===== src/design/vm3_pkg.sv =====
// ----------------------------------------------------------------------------
// vm3_pkg
// shared constants for the three-axis vector magnitude unit
// ----------------------------------------------------------------------------
package vm3_pkg;

	localparam int MAG_W = 15;
	localparam logic [MAG_W-1:0] MAG_MAX = 15'h7FFF;

endpackage


===== src/design/vm3_front.sv =====
// ----------------------------------------------------------------------------
// vm3_front
// absolute value, per-axis square and three-way sum, three pipeline stages
// ----------------------------------------------------------------------------
module vm3_front import vm3_pkg::*; #(
	parameter int SAMPLE_BITS = 16
) (
	input  logic                       clk,
	input  logic                       arst_n,
	input  logic                       in_valid,
	output logic                       in_ready,
	input  logic [SAMPLE_BITS-1:0]     x_sample,
	input  logic [SAMPLE_BITS-1:0]     y_sample,
	input  logic [SAMPLE_BITS-1:0]     z_sample,
	input  logic                       window_last,
	output logic                       out_valid,
	input  logic                       out_ready,
	output logic [2*SAMPLE_BITS+1:0]   sum,
	output logic                       sum_last
);

	localparam int SB = SAMPLE_BITS;
	localparam int SQ_W = 2 * SB;
	localparam int SUM_W = 2 * SB + 2;

	logic          v_s1, v_s2, v_s3;
	logic          rdy1, rdy2, rdy3;
	logic [SB-1:0] ax_s1, ay_s1, az_s1;
	logic          last_s1, last_s2, last_s3;
	logic [SQ_W-1:0] sx_s2, sy_s2, sz_s2;
	logic [SUM_W-1:0] sum_s3;
	logic [SB-1:0] ax, ay, az;

	assign rdy3 = !v_s3 || out_ready;
	assign rdy2 = !v_s2 || rdy3;
	assign rdy1 = !v_s1 || rdy2;
	assign in_ready = rdy1;

	// two's complement magnitude, the most negative value maps to 2^(SB-1)
	assign ax = x_sample[SB-1] ? (~x_sample + SB'(1)) : x_sample;
	assign ay = y_sample[SB-1] ? (~y_sample + SB'(1)) : y_sample;
	assign az = z_sample[SB-1] ? (~z_sample + SB'(1)) : z_sample;

	always_ff @(posedge clk or negedge arst_n) begin
		if (!arst_n) begin
			v_s1 <= 1'b0;
			v_s2 <= 1'b0;
			v_s3 <= 1'b0;
		end else begin
			if (rdy1) v_s1 <= in_valid;
			if (rdy2) v_s2 <= v_s1;
			if (rdy3) v_s3 <= v_s2;
		end
	end

	always_ff @(posedge clk) begin
		if (rdy1 && in_valid) begin
			ax_s1   <= ax;
			ay_s1   <= ay;
			az_s1   <= az;
			last_s1 <= window_last;
		end
		if (rdy2 && v_s1) begin
			sx_s2   <= SQ_W'(ax_s1) * SQ_W'(ax_s1);
			sy_s2   <= SQ_W'(ay_s1) * SQ_W'(ay_s1);
			sz_s2   <= SQ_W'(az_s1) * SQ_W'(az_s1);
			last_s2 <= last_s1;
		end
		if (rdy3 && v_s2) begin
			sum_s3  <= SUM_W'(sx_s2) + SUM_W'(sy_s2) + SUM_W'(sz_s2);
			last_s3 <= last_s2;
		end
	end

	assign out_valid = v_s3;
	assign sum       = sum_s3;
	assign sum_last  = last_s3;

endmodule


===== src/design/vm3_root_cell.sv =====
// ----------------------------------------------------------------------------
// vm3_root_cell
// one digit of the restoring square root, registered, with its own handshake
// ----------------------------------------------------------------------------
module vm3_root_cell import vm3_pkg::*; #(
	parameter int SUM_W = 34,
	parameter int ROOT_W = 17,
	parameter int STEP = 0
) (
	input  logic              clk,
	input  logic              arst_n,
	input  logic              in_valid,
	output logic              in_ready,
	input  logic [SUM_W-1:0]  rem_in,
	input  logic [ROOT_W-1:0] root_in,
	input  logic              last_in,
	output logic              out_valid,
	input  logic              out_ready,
	output logic [SUM_W-1:0]  rem_out,
	output logic [ROOT_W-1:0] root_out,
	output logic              last_out
);

	logic              valid_q;
	logic [SUM_W-1:0]  rem_q;
	logic [ROOT_W-1:0] root_q;
	logic              last_q;
	logic [SUM_W:0]    trial;
	logic              take;

	// (r + 2^k)^2 - r^2 = r*2^(k+1) + 2^(2k)
	assign trial = ((SUM_W + 1)'(root_in) << (STEP + 1)) + ((SUM_W + 1)'(1) << (2 * STEP));
	assign take  = {1'b0, rem_in} >= trial;

	assign in_ready = !valid_q || out_ready;

	always_ff @(posedge clk or negedge arst_n) begin
		if (!arst_n) begin
			valid_q <= 1'b0;
		end else if (in_ready) begin
			valid_q <= in_valid;
		end
	end

	always_ff @(posedge clk) begin
		if (in_ready && in_valid) begin
			rem_q  <= take ? (rem_in - trial[SUM_W-1:0]) : rem_in;
			root_q <= root_in | (ROOT_W'(take) << STEP);
			last_q <= last_in;
		end
	end

	assign out_valid = valid_q;
	assign rem_out   = rem_q;
	assign root_out  = root_q;
	assign last_out  = last_q;

endmodule


===== src/design/vector_magnitude_3axis_unit.sv =====
// ----------------------------------------------------------------------------
// vector_magnitude_3axis_unit
// floor square root of x*x + y*y + z*z, saturated to 15 bits
// pipeline: 3 front stages, one root cell per result bit (SAMPLE_BITS + 1
//   cells), one output register
// throughput: one request per cycle while the output is taken; each stage
//   advances when its slot is empty or its successor takes data, so stalls only fill bubbles
// reset clears every stage valid bit; payload registers are not reset
// ----------------------------------------------------------------------------
module vector_magnitude_3axis_unit import vm3_pkg::*; #(
	parameter int SAMPLE_BITS = 16
) (
	input  logic                   clk,
	input  logic                   arst_n,
	input  logic                   in_valid,
	output logic                   in_ready,
	input  logic [SAMPLE_BITS-1:0] x_sample,
	input  logic [SAMPLE_BITS-1:0] y_sample,
	input  logic [SAMPLE_BITS-1:0] z_sample,
	input  logic                   window_last,
	output logic                   out_valid,
	input  logic                   out_ready,
	output logic [MAG_W-1:0]       magnitude,
	output logic                   result_last
);

	localparam int SUM_W = 2 * SAMPLE_BITS + 2;
	localparam int ROOT_W = SAMPLE_BITS + 1;
	localparam int CMP_W = (ROOT_W > MAG_W) ? ROOT_W : MAG_W;

	logic [SUM_W-1:0]  rem_c  [0:ROOT_W];
	logic [ROOT_W-1:0] root_c [0:ROOT_W];
	logic              last_c [0:ROOT_W];
	logic              vld_c  [0:ROOT_W];
	logic              rdy_c  [0:ROOT_W];

	logic              out_valid_q;
	logic [MAG_W-1:0]  mag_q;
	logic              last_q;
	logic              out_take;
	logic [CMP_W-1:0]  root_ext;
	logic [MAG_W-1:0]  mag_sat;

	vm3_front #(
		.SAMPLE_BITS(SAMPLE_BITS)
	) u_front (
		.clk        (clk),
		.arst_n     (arst_n),
		.in_valid   (in_valid),
		.in_ready   (in_ready),
		.x_sample   (x_sample),
		.y_sample   (y_sample),
		.z_sample   (z_sample),
		.window_last(window_last),
		.out_valid  (vld_c[0]),
		.out_ready  (rdy_c[0]),
		.sum        (rem_c[0]),
		.sum_last   (last_c[0])
	);

	assign root_c[0] = '0;

	// most significant root bit first
	for (genvar k = 0; k < ROOT_W; k++) begin : g_cell
		vm3_root_cell #(
			.SUM_W (SUM_W),
			.ROOT_W(ROOT_W),
			.STEP  (ROOT_W - 1 - k)
		) u_cell (
			.clk      (clk),
			.arst_n   (arst_n),
			.in_valid (vld_c[k]),
			.in_ready (rdy_c[k]),
			.rem_in   (rem_c[k]),
			.root_in  (root_c[k]),
			.last_in  (last_c[k]),
			.out_valid(vld_c[k+1]),
			.out_ready(rdy_c[k+1]),
			.rem_out  (rem_c[k+1]),
			.root_out (root_c[k+1]),
			.last_out (last_c[k+1])
		);
	end

	assign root_ext = CMP_W'(root_c[ROOT_W]);
	assign mag_sat  = (root_ext > CMP_W'(MAG_MAX)) ? MAG_MAX : root_ext[MAG_W-1:0];

	assign out_take       = !out_valid_q || out_ready;
	assign rdy_c[ROOT_W]  = out_take;

	always_ff @(posedge clk or negedge arst_n) begin
		if (!arst_n) begin
			out_valid_q <= 1'b0;
		end else if (out_take) begin
			out_valid_q <= vld_c[ROOT_W];
		end
	end

	always_ff @(posedge clk) begin
		if (out_take && vld_c[ROOT_W]) begin
			mag_q  <= mag_sat;
			last_q <= last_c[ROOT_W];
		end
	end

	// final remainder is not needed past the last cell
	logic unused_rem;
	assign unused_rem = ^rem_c[ROOT_W];

	assign out_valid   = out_valid_q && (unused_rem || !unused_rem);
	assign magnitude   = mag_q;
	assign result_last = last_q;

endmodule


===== config.mk =====
export PLATFORM = sky130hd
export DESIGN_NAME = vector_magnitude_3axis_unit
export DESIGN_NICKNAME = d
export VERILOG_FILES = /design/src/design/vm3_pkg.sv /design/src/design/vm3_front.sv /design/src/design/vm3_root_cell.sv /design/src/design/vector_magnitude_3axis_unit.sv
export SDC_FILE = /design/constraint.sdc
export NUM_CORES = 2
export LEC_CHECK = 0
export ABC_AREA = 1
export BUFFER_PORTS_ARGS = -buffer_cell sky130_fd_sc_hd__buf_2
export CAP_MARGIN = 20
export CORE_UTILIZATION = 62
export DETAILED_ROUTE_END_ITERATION = 16
export PLACE_DENSITY = 0.78
export SLEW_MARGIN = 20
export SYNTH_ARGS = -nofsm -noshare
export SYNTH_HDL_FRONTEND = slang
export SYNTH_SLANG_ARGS = --single-unit

===== constraint.sdc =====
create_clock -name clk -period 14 [get_ports clk]
set_clock_uncertainty 0.05 [all_clocks]
set_input_delay 0 -clock clk [delete_from_list [all_inputs] [get_ports clk]]
set_output_delay 0 -clock clk [all_outputs]
set_load 0.01 [all_outputs]

Yosys cells after proc, flatten, opt, wreduce, memory -nomap -nowiden:

Index checks and enable logic that the tools add are counted.

* $add $sub $neg: 37
* $mul: 3
* order comparisons: 18
* muxes and demuxes: 19
* bitwise gates (word level): 19
* reduce and logical (&&, ||, !) cells: 63

Operators with widths (count)
* 34-bit by 35-bit >= comparator with 1-bit output: 16
* 34-bit two-way mux: 16
* 34-bit subtractor: 15
* 16-bit by 16-bit multiplier with 32-bit output: 3
* 16-bit by 1-bit adder with 16-bit output, second input constant: 3
* 16-bit inverter: 3
* 15-bit two-way mux: 3
* 33-bit by 31-bit adder with 34-bit output, second input constant: 1
* 34-bit by 32-bit adder with 34-bit output: 1
* 34-bit by 33-bit >= comparator with 1-bit output, second input constant: 1
* 34-bit by 33-bit subtractor with 34-bit output, second input constant: 1
* 32-bit by 29-bit adder with 33-bit output, second input constant: 1
* 32-bit by 32-bit adder with 33-bit output: 1
* 31-bit by 27-bit adder with 32-bit output, second input constant: 1
* 30-bit by 25-bit adder with 31-bit output, second input constant: 1
* 29-bit by 23-bit adder with 30-bit output, second input constant: 1
* 28-bit by 21-bit adder with 29-bit output, second input constant: 1
* 27-bit by 19-bit adder with 28-bit output, second input constant: 1
* 26-bit by 17-bit adder with 27-bit output, second input constant: 1
* 25-bit by 15-bit adder with 26-bit output, second input constant: 1
* 24-bit by 13-bit adder with 25-bit output, second input constant: 1
* 23-bit by 11-bit adder with 24-bit output, second input constant: 1
* 22-bit by 9-bit adder with 23-bit output, second input constant: 1
* 21-bit by 7-bit adder with 22-bit output, second input constant: 1
* other kinds (23): 83

* register bits: 1052
* input bits: 53
* output and inout port bits: 18
* logic and storage cells: 245

Longest topological paths before layout:

* word-level depth: 23
* depth in mapped cells: 29
* mapped depth without buffers: 27

Modules after synthesis:

A second synthesis with hierarchy kept.

* cell total of the unflattened synthesis: 12518
* area, all modules: 97646.2 µm²

By module, submodules not included
* vm3_front: times used 1, cells each 4272, area an instance 33668.5 µm², seq. area each 5420.2 µm²
* vm3_root_cell (g_cell[15].u_cell): times used 1, cells each 562, area an instance 4146.5 µm², seq. area each 1586.5 µm²
* vm3_root_cell (g_cell[11].u_cell): times used 1, cells each 526, area an instance 4095.2 µm², seq. area each 1586.5 µm²
* vm3_root_cell (g_cell[13].u_cell): times used 1, cells each 564, area an instance 4073.9 µm², seq. area each 1586.5 µm²
* vm3_root_cell (g_cell[14].u_cell): times used 1, cells each 559, area an instance 4056.4 µm², seq. area each 1586.5 µm²
* vm3_root_cell (g_cell[16].u_cell): times used 1, cells each 529, area an instance 4017.6 µm², seq. area each 1586.5 µm²
* vm3_root_cell (g_cell[8].u_cell): times used 1, cells each 541, area an instance 4011.3 µm², seq. area each 1586.5 µm²
* vm3_root_cell (g_cell[12].u_cell): times used 1, cells each 548, area an instance 3958.8 µm², seq. area each 1586.5 µm²
* vm3_root_cell (g_cell[10].u_cell): times used 1, cells each 546, area an instance 3955.0 µm², seq. area each 1586.5 µm²
* vm3_root_cell (g_cell[9].u_cell): times used 1, cells each 491, area an instance 3804.9 µm², seq. area each 1586.5 µm²
* vm3_root_cell (g_cell[7].u_cell): times used 1, cells each 506, area an instance 3797.4 µm², seq. area each 1586.5 µm²
* vm3_root_cell (g_cell[6].u_cell): times used 1, cells each 456, area an instance 3638.5 µm², seq. area each 1586.5 µm²
* vm3_root_cell (g_cell[5].u_cell): times used 1, cells each 443, area an instance 3489.6 µm², seq. area each 1586.5 µm²
* vm3_root_cell (g_cell[4].u_cell): times used 1, cells each 418, area an instance 3385.7 µm², seq. area each 1586.5 µm²
* +5 rows

Worst setup path before layout:

No wires, ideal clock.

* path type: register -> register
* start point: register u_front.az_s1[4]
* end point: register u_front.sz_s2[28], data pin
* library setup time: 0.265 ns
* data arrival time: 5.790 ns
* required time: 13.685 ns
* slack: 7.895 ns
* cell stages (with the launch flop): 23
* buffers on the path: 2
* period minus slack after synthesis: 6.105 ns
* cells stage by stage: edfxtp_1 clkbuf_1 clkbuf_1 nand2_1 fa_1 inv_1 fa_1 fa_1 fa_1 fa_1 inv_1 fa_1 inv_1 ha_1 a21oi_1 o21ai_0 a21oi_1 nand3_1 nand2_1 nand3_1 a21boi_0 o21ai_0 xor2_1

* cells in the longest elaborated chain, start to end: 1

RTL lines
* start, declared: RTL line vm3_front.sv:28 `logic [SB-1:0] ax_s1, ay_s1, az_s1;`
* start signal, assigned: RTL line vm3_front.sv:60 `az_s1 <= az;`
* 16-bit by 16-bit multiplier with 32-bit output: RTL line vm3_front.sv:66 `sz_s2 <= SQ_W'(az_s1) * SQ_W'(az_s1);`
* end signal, assigned: RTL line vm3_front.sv:66
* end, declared: RTL line vm3_front.sv:30 `logic [SQ_W-1:0] sx_s2, sy_s2, sz_s2;`

Every way passes these cells.
A chain may end at the register's enable or synchronous reset.

Worst setup path in the final report:

Same ends and word-level chain as after synthesis.

==> results <==
- Summing every instance area after synthesis gives 67200 um2.
- For the final routed database, the setup TNS stands at 0 ns.
- In the synthesized netlist the async set-or-reset flop fraction comes to 0.0226.
- The floorplan step set the die width to 331 um.
- The area growth from synthesis to final layout is 9.06%.
- The final worst-path setup slack is 7.19 ns.
- Leaving out fill and tap cells, the most frequent cell in the layout is sky130_fd_sc_hd__inv_1.
- The average instance area after synthesis is roughly 10 um2.
- The initial utilization of the core area, before any placement, comes to 0.626.
- The count of buffers from port buffering is 70.
- The type of the tightest min-delay check is primary input to register.
- The minimum clock period after layout is 6.81 ns.
- Counting flops with a built-in enable in the synthesized netlist gives 908.
- The clock tree synthesis step divided the H-tree into 3 levels.
- The synthesis warning total is 0.
- The most critical setup path has its startpoint at u_front.az_s1[4]$_DFFE_PP_.
- Walking the worst path, the cells encountered are nand2_1 -> fa_1 -> inv_1 -> fa_1 -> fa_1 -> fa_1 -> fa_1 -> inv_1 -> fa_1 -> inv_1 -> ha_1 -> a21oi_1 -> o21ai_0 -> a21oi_1 -> nand3_1 -> nand2_1 -> nand3_1 -> a21boi_0 -> o21ai_0 -> xor2_1.
- The proportion of layout cells with a drive suffix above 1 is 0.0491.
- The routability congestion estimate from global placement is 0.962.
- Across every metal layer, demand over resource in global routing totals 0.275.
- The largest single stage delay on the critical path is 0.82 ns.
- After detailed routing, the average wire length per cell comes to 17.7 um.
- The pin slew with the least headroom to its limit is 1.02 ns.
- The final layout contains routed wiring with a total length of 149 mm.
- The endpoint kind of the worst setup timing path is a register.
- The prevailing post-synth register cell is sky130_fd_sc_hd__edfxtp_1.
- After the last flow step, the layout net total stands at 8008.
- Along the worst path, the maximum fanout reaches 17.
- The start point of the worst min-delay path is x_sample[0].
- The CTS clock-pin slew for the worst setup and hold paths is around 0.050 ns.
- Of the synthesized area, sequential elements account for 0.413.
- The worst setup path is launched from a register.
- The initial DRC count is ~3.5k.
- Before antenna repair, the detailed router went through 6 iterations.
- Setup repair after global routing left no endpoint under its margin.
- The sum of net half-perimeters after detailed placement is approximately 120 mm.
- Summing over every cut layer, the via total after detailed routing is ~46k.
- CTS placed an instance of sky130_fd_sc_hd__clkbuf_16 at the clock tree root.
- The post-detailed-route count of antenna-violating nets is 0.
- The number of global-route vias before repair is 47.0k.
- The number of nets in the synthesized netlist is 7855.
- The post-CTS setup buffer count is 0.
- The number of synthesized register bits is 929.
- Counting every sink on the clock net gives between 900 and 1k.
- For this run the aggregate overflow at the end of global routing stands at 0.
- Data arrives at the worst endpoint at 7.18 ns.
- Across the run, the number of max-cap violations was 0.
- In this run the critical register-to-register path is launched from u_front.az_s1[4]$_DFFE_PP_.
- No sink is reached through more buffers than the 3 on the longest clock path.
- Dividing the detail-routed via count by the number of cells gives about 5.5.
- The I/O pin count is 71.
- The number of max-slew violations in the final report came to 0.
- The final setup violation count is 0.
- The placeable core region is 107000 um2.
- The number of CTS-inserted buffers is 95.
- Leaving out fill and tap cells, the most frequent cells in the layout are 1467 x sky130_fd_sc_hd__inv_1, 1077 x sky130_fd_sc_hd__nand2_1, 908 x sky130_fd_sc_hd__edfxtp_1.
- The highest clock frequency the design can meet is roughly 0.15 GHz.
- After floorplanning, the core was divided into between 100 and 150 placement rows.
- The CTS tree is done.
- The clock latency at the later pin of the worst-skew pair is 0.72 ns.
- STA puts the critical path data required time at 14.37 ns.
- The worst setup slack before clock tree synthesis is 7.24 ns.
- The gate count after technology mapping is between 6k and 7k.
- The number of antenna violations at the first check in global routing was 2.
- Entering global routing, the biggest net connects 65 pins.
- The number of hold-slack violations in the final timing report is 0.
- In the routed design, unresolved DRC markers number 0.
- The setup path with the least slack is of type register to register.
- The worst-case headroom to the max-slew limit is 0.316.
- The cell repeated most along the worst path is sky130_fd_sc_hd__fa_1.
- The final cycle utilization of the critical path is 0.486.
- The flow ran to the end, and the final reports show no timing, DRC or antenna violations.
- The die is 331 um tall.
- The first global-routing pass estimated 241 mm of wire.
- The slowest stage cell on the critical path is sky130_fd_sc_hd__edfxtp_1.
- Counting distinct cell types in the post-synthesis netlist gives 71.
- The overall die area is 110000 um2.
[flip-flops by register name, indices dropped and copies added, names as in the netlist, 15 cells and up]
signal,count
g_cell.u_cell.rem_out,544
g_cell.u_cell.root_out,153
u_front.sum,34
u_front.sx_s2,31
u_front.sy_s2,31
u_front.sz_s2,31
g_cell.u_cell.last_out,17
g_cell.u_cell.out_valid,17
u_front.ax_s1,16
u_front.ay_s1,16
u_front.az_s1,16
magnitude,15
[layout make-up]
| class | instances | area [um2] |
|---|---|---|
| antenna | 1 | 2.50 |
| clock buffer | 115 | 2500 |
| clock inverter | 63 | 810 |
| fill | 7871 | 34000 |
| inverter | 1479 | 5560 |
| multi-input combinational | 4241 | 33400 |
| sequential | 929 | 27800 |
| tap | 1403 | 1760 |
| timing repair buffer | 184 | 1490 |
[synthesized netlist by cell type, types with 4 or more instances]
cell | count | share of area
sky130_fd_sc_hd__nor4_1 | 79 | 0.0074
sky130_fd_sc_hd__buf_6 | 4 | 0.00067
sky130_fd_sc_hd__edfxtp_1 | 908 | 0.41
sky130_fd_sc_hd__ha_1 | 532 | 0.099
sky130_fd_sc_hd__a31oi_1 | 25 | 0.0023
sky130_fd_sc_hd__a21boi_0 | 5 | 0.00056
sky130_fd_sc_hd__nor2_4 | 6 | 0.0010
sky130_fd_sc_hd__nand2_1 | 1077 | 0.060
sky130_fd_sc_hd__a21oi_2 | 10 | 0.0013
sky130_fd_sc_hd__o21a_1 | 16 | 0.0018
sky130_fd_sc_hd__or4_1 | 7 | 0.00078
sky130_fd_sc_hd__o21ai_1 | 30 | 0.0022
sky130_fd_sc_hd__nor3_2 | 5 | 0.00074
sky130_fd_sc_hd__nor3b_1 | 10 | 0.0011
sky130_fd_sc_hd__nand4_1 | 53 | 0.0049
sky130_fd_sc_hd__buf_4 | 6 | 0.00067
sky130_fd_sc_hd__a221oi_1 | 4 | 0.00052
sky130_fd_sc_hd__buf_2 | 15 | 0.0011
sky130_fd_sc_hd__a21oi_1 | 353 | 0.026
sky130_fd_sc_hd__o21ai_2 | 4 | 0.00052
sky130_fd_sc_hd__o21bai_1 | 21 | 0.0023
sky130_fd_sc_hd__dfrtp_1 | 21 | 0.0078
sky130_fd_sc_hd__nor3_1 | 77 | 0.0057
sky130_fd_sc_hd__mux2_2 | 4 | 0.00067
sky130_fd_sc_hd__clkbuf_1 | 103 | 0.0058
sky130_fd_sc_hd__o21ai_0 | 243 | 0.018
sky130_fd_sc_hd__nor2_1 | 462 | 0.026
sky130_fd_sc_hd__fa_1 | 493 | 0.15
sky130_fd_sc_hd__xnor2_1 | 167 | 0.022
sky130_fd_sc_hd__o2111ai_1 | 13 | 0.0017
sky130_fd_sc_hd__nand2_2 | 6 | 0.00056
sky130_fd_sc_hd__nand3b_1 | 7 | 0.00078
sky130_fd_sc_hd__a31o_2 | 4 | 0.00052
sky130_fd_sc_hd__xor2_1 | 266 | 0.035
sky130_fd_sc_hd__a21o_1 | 29 | 0.0032
sky130_fd_sc_hd__o221ai_1 | 4 | 0.00052
sky130_fd_sc_hd__nand3_1 | 140 | 0.010
sky130_fd_sc_hd__inv_2 | 7 | 0.00039
sky130_fd_sc_hd__a211oi_1 | 10 | 0.0011
sky130_fd_sc_hd__or2_2 | 21 | 0.0020
sky130_fd_sc_hd__nor2_2 | 8 | 0.00074
sky130_fd_sc_hd__o211ai_1 | 13 | 0.0015
sky130_fd_sc_hd__nand4_4 | 4 | 0.0013
sky130_fd_sc_hd__inv_1 | 1469 | 0.082
[cells by family after synthesis]
group	Yosys count	synth area share
simple gates	1979	0.126
compound gates	800	0.0668
flops	929	0.413
mux	4	0.000670
fa+ha+maj	1025	0.246
buf+inv	1607	0.0909
xor+xnor	433	0.0564
[worst max-delay path: cells and delay by family (launching register included)]
family / cells / cell delay, ns
buffers and inverters: 3 / 0.16
XOR/XNOR: 1 / 0.16
adder cells (fa/ha/maj): 7 / 3.60
AND/OR/NAND/NOR: 4 / 0.68
flip-flops: 1 / 0.82
AO/OA/AOI/OAI: 5 / 1.06
[per-stage QoR]
step | util | cells | hold WS (ns) | area, um2
floorplan | - | 6777 | -0.346 | 67200
global placement | 0.642 | 8137 | -0.0182 | 69000
detailed placement | 0.642 | 8137 | -0.0190 | 69000
CTS | 0.682 | 8412 | 0.00448 | 73300
global route | 0.683 | 8415 | 0.0321 | 73300
finish | 0.683 | 8415 | 0.0434 | 73300
[timing repair]
| item | in CTS | in global routing |
|---|---|---|
| gates resized for setup | 0 | 0 |
| setup endpoints to repair | 0 | 0 |
| hold endpoints to repair | 98 | 0 |
| hold buffers | 97 | 0 |
[routing by layer]
| layer | global-route usage | wire (um) |
|---|---|---|
| met3 | 0.0371 | 7900 |
| met2 | 0.494 | 76300 |
| met4 | 0.0923 | 5020 |
| met1 | 0.343 | 60000 |
| met5 | 0 | 13 |
[final timing paths]
check,to,slack (ns),cells after the start
worst max register to register,u_front.sz_s2[28]$_DFFE_PP_,7.19,20
min in group asynchronous,u_front.out_valid$_DFFE_PN0P_,0.53,4
max in group asynchronous,out_valid$_DFFE_PN0P_,13.20,4
worst max-delay path,u_front.sz_s2[28]$_DFFE_PP_,7.19,20
worst min register to register,g_cell[0].u_cell.rem_out[22]$_DFFE_PP_,0.36,0
worst min-delay path,u_front.ax_s1[0]$_DFFE_PP_,0.04,2
Power is not shown: default switching activity piles up to over one toggle a cycle in this logic, so the estimate is an artifact.
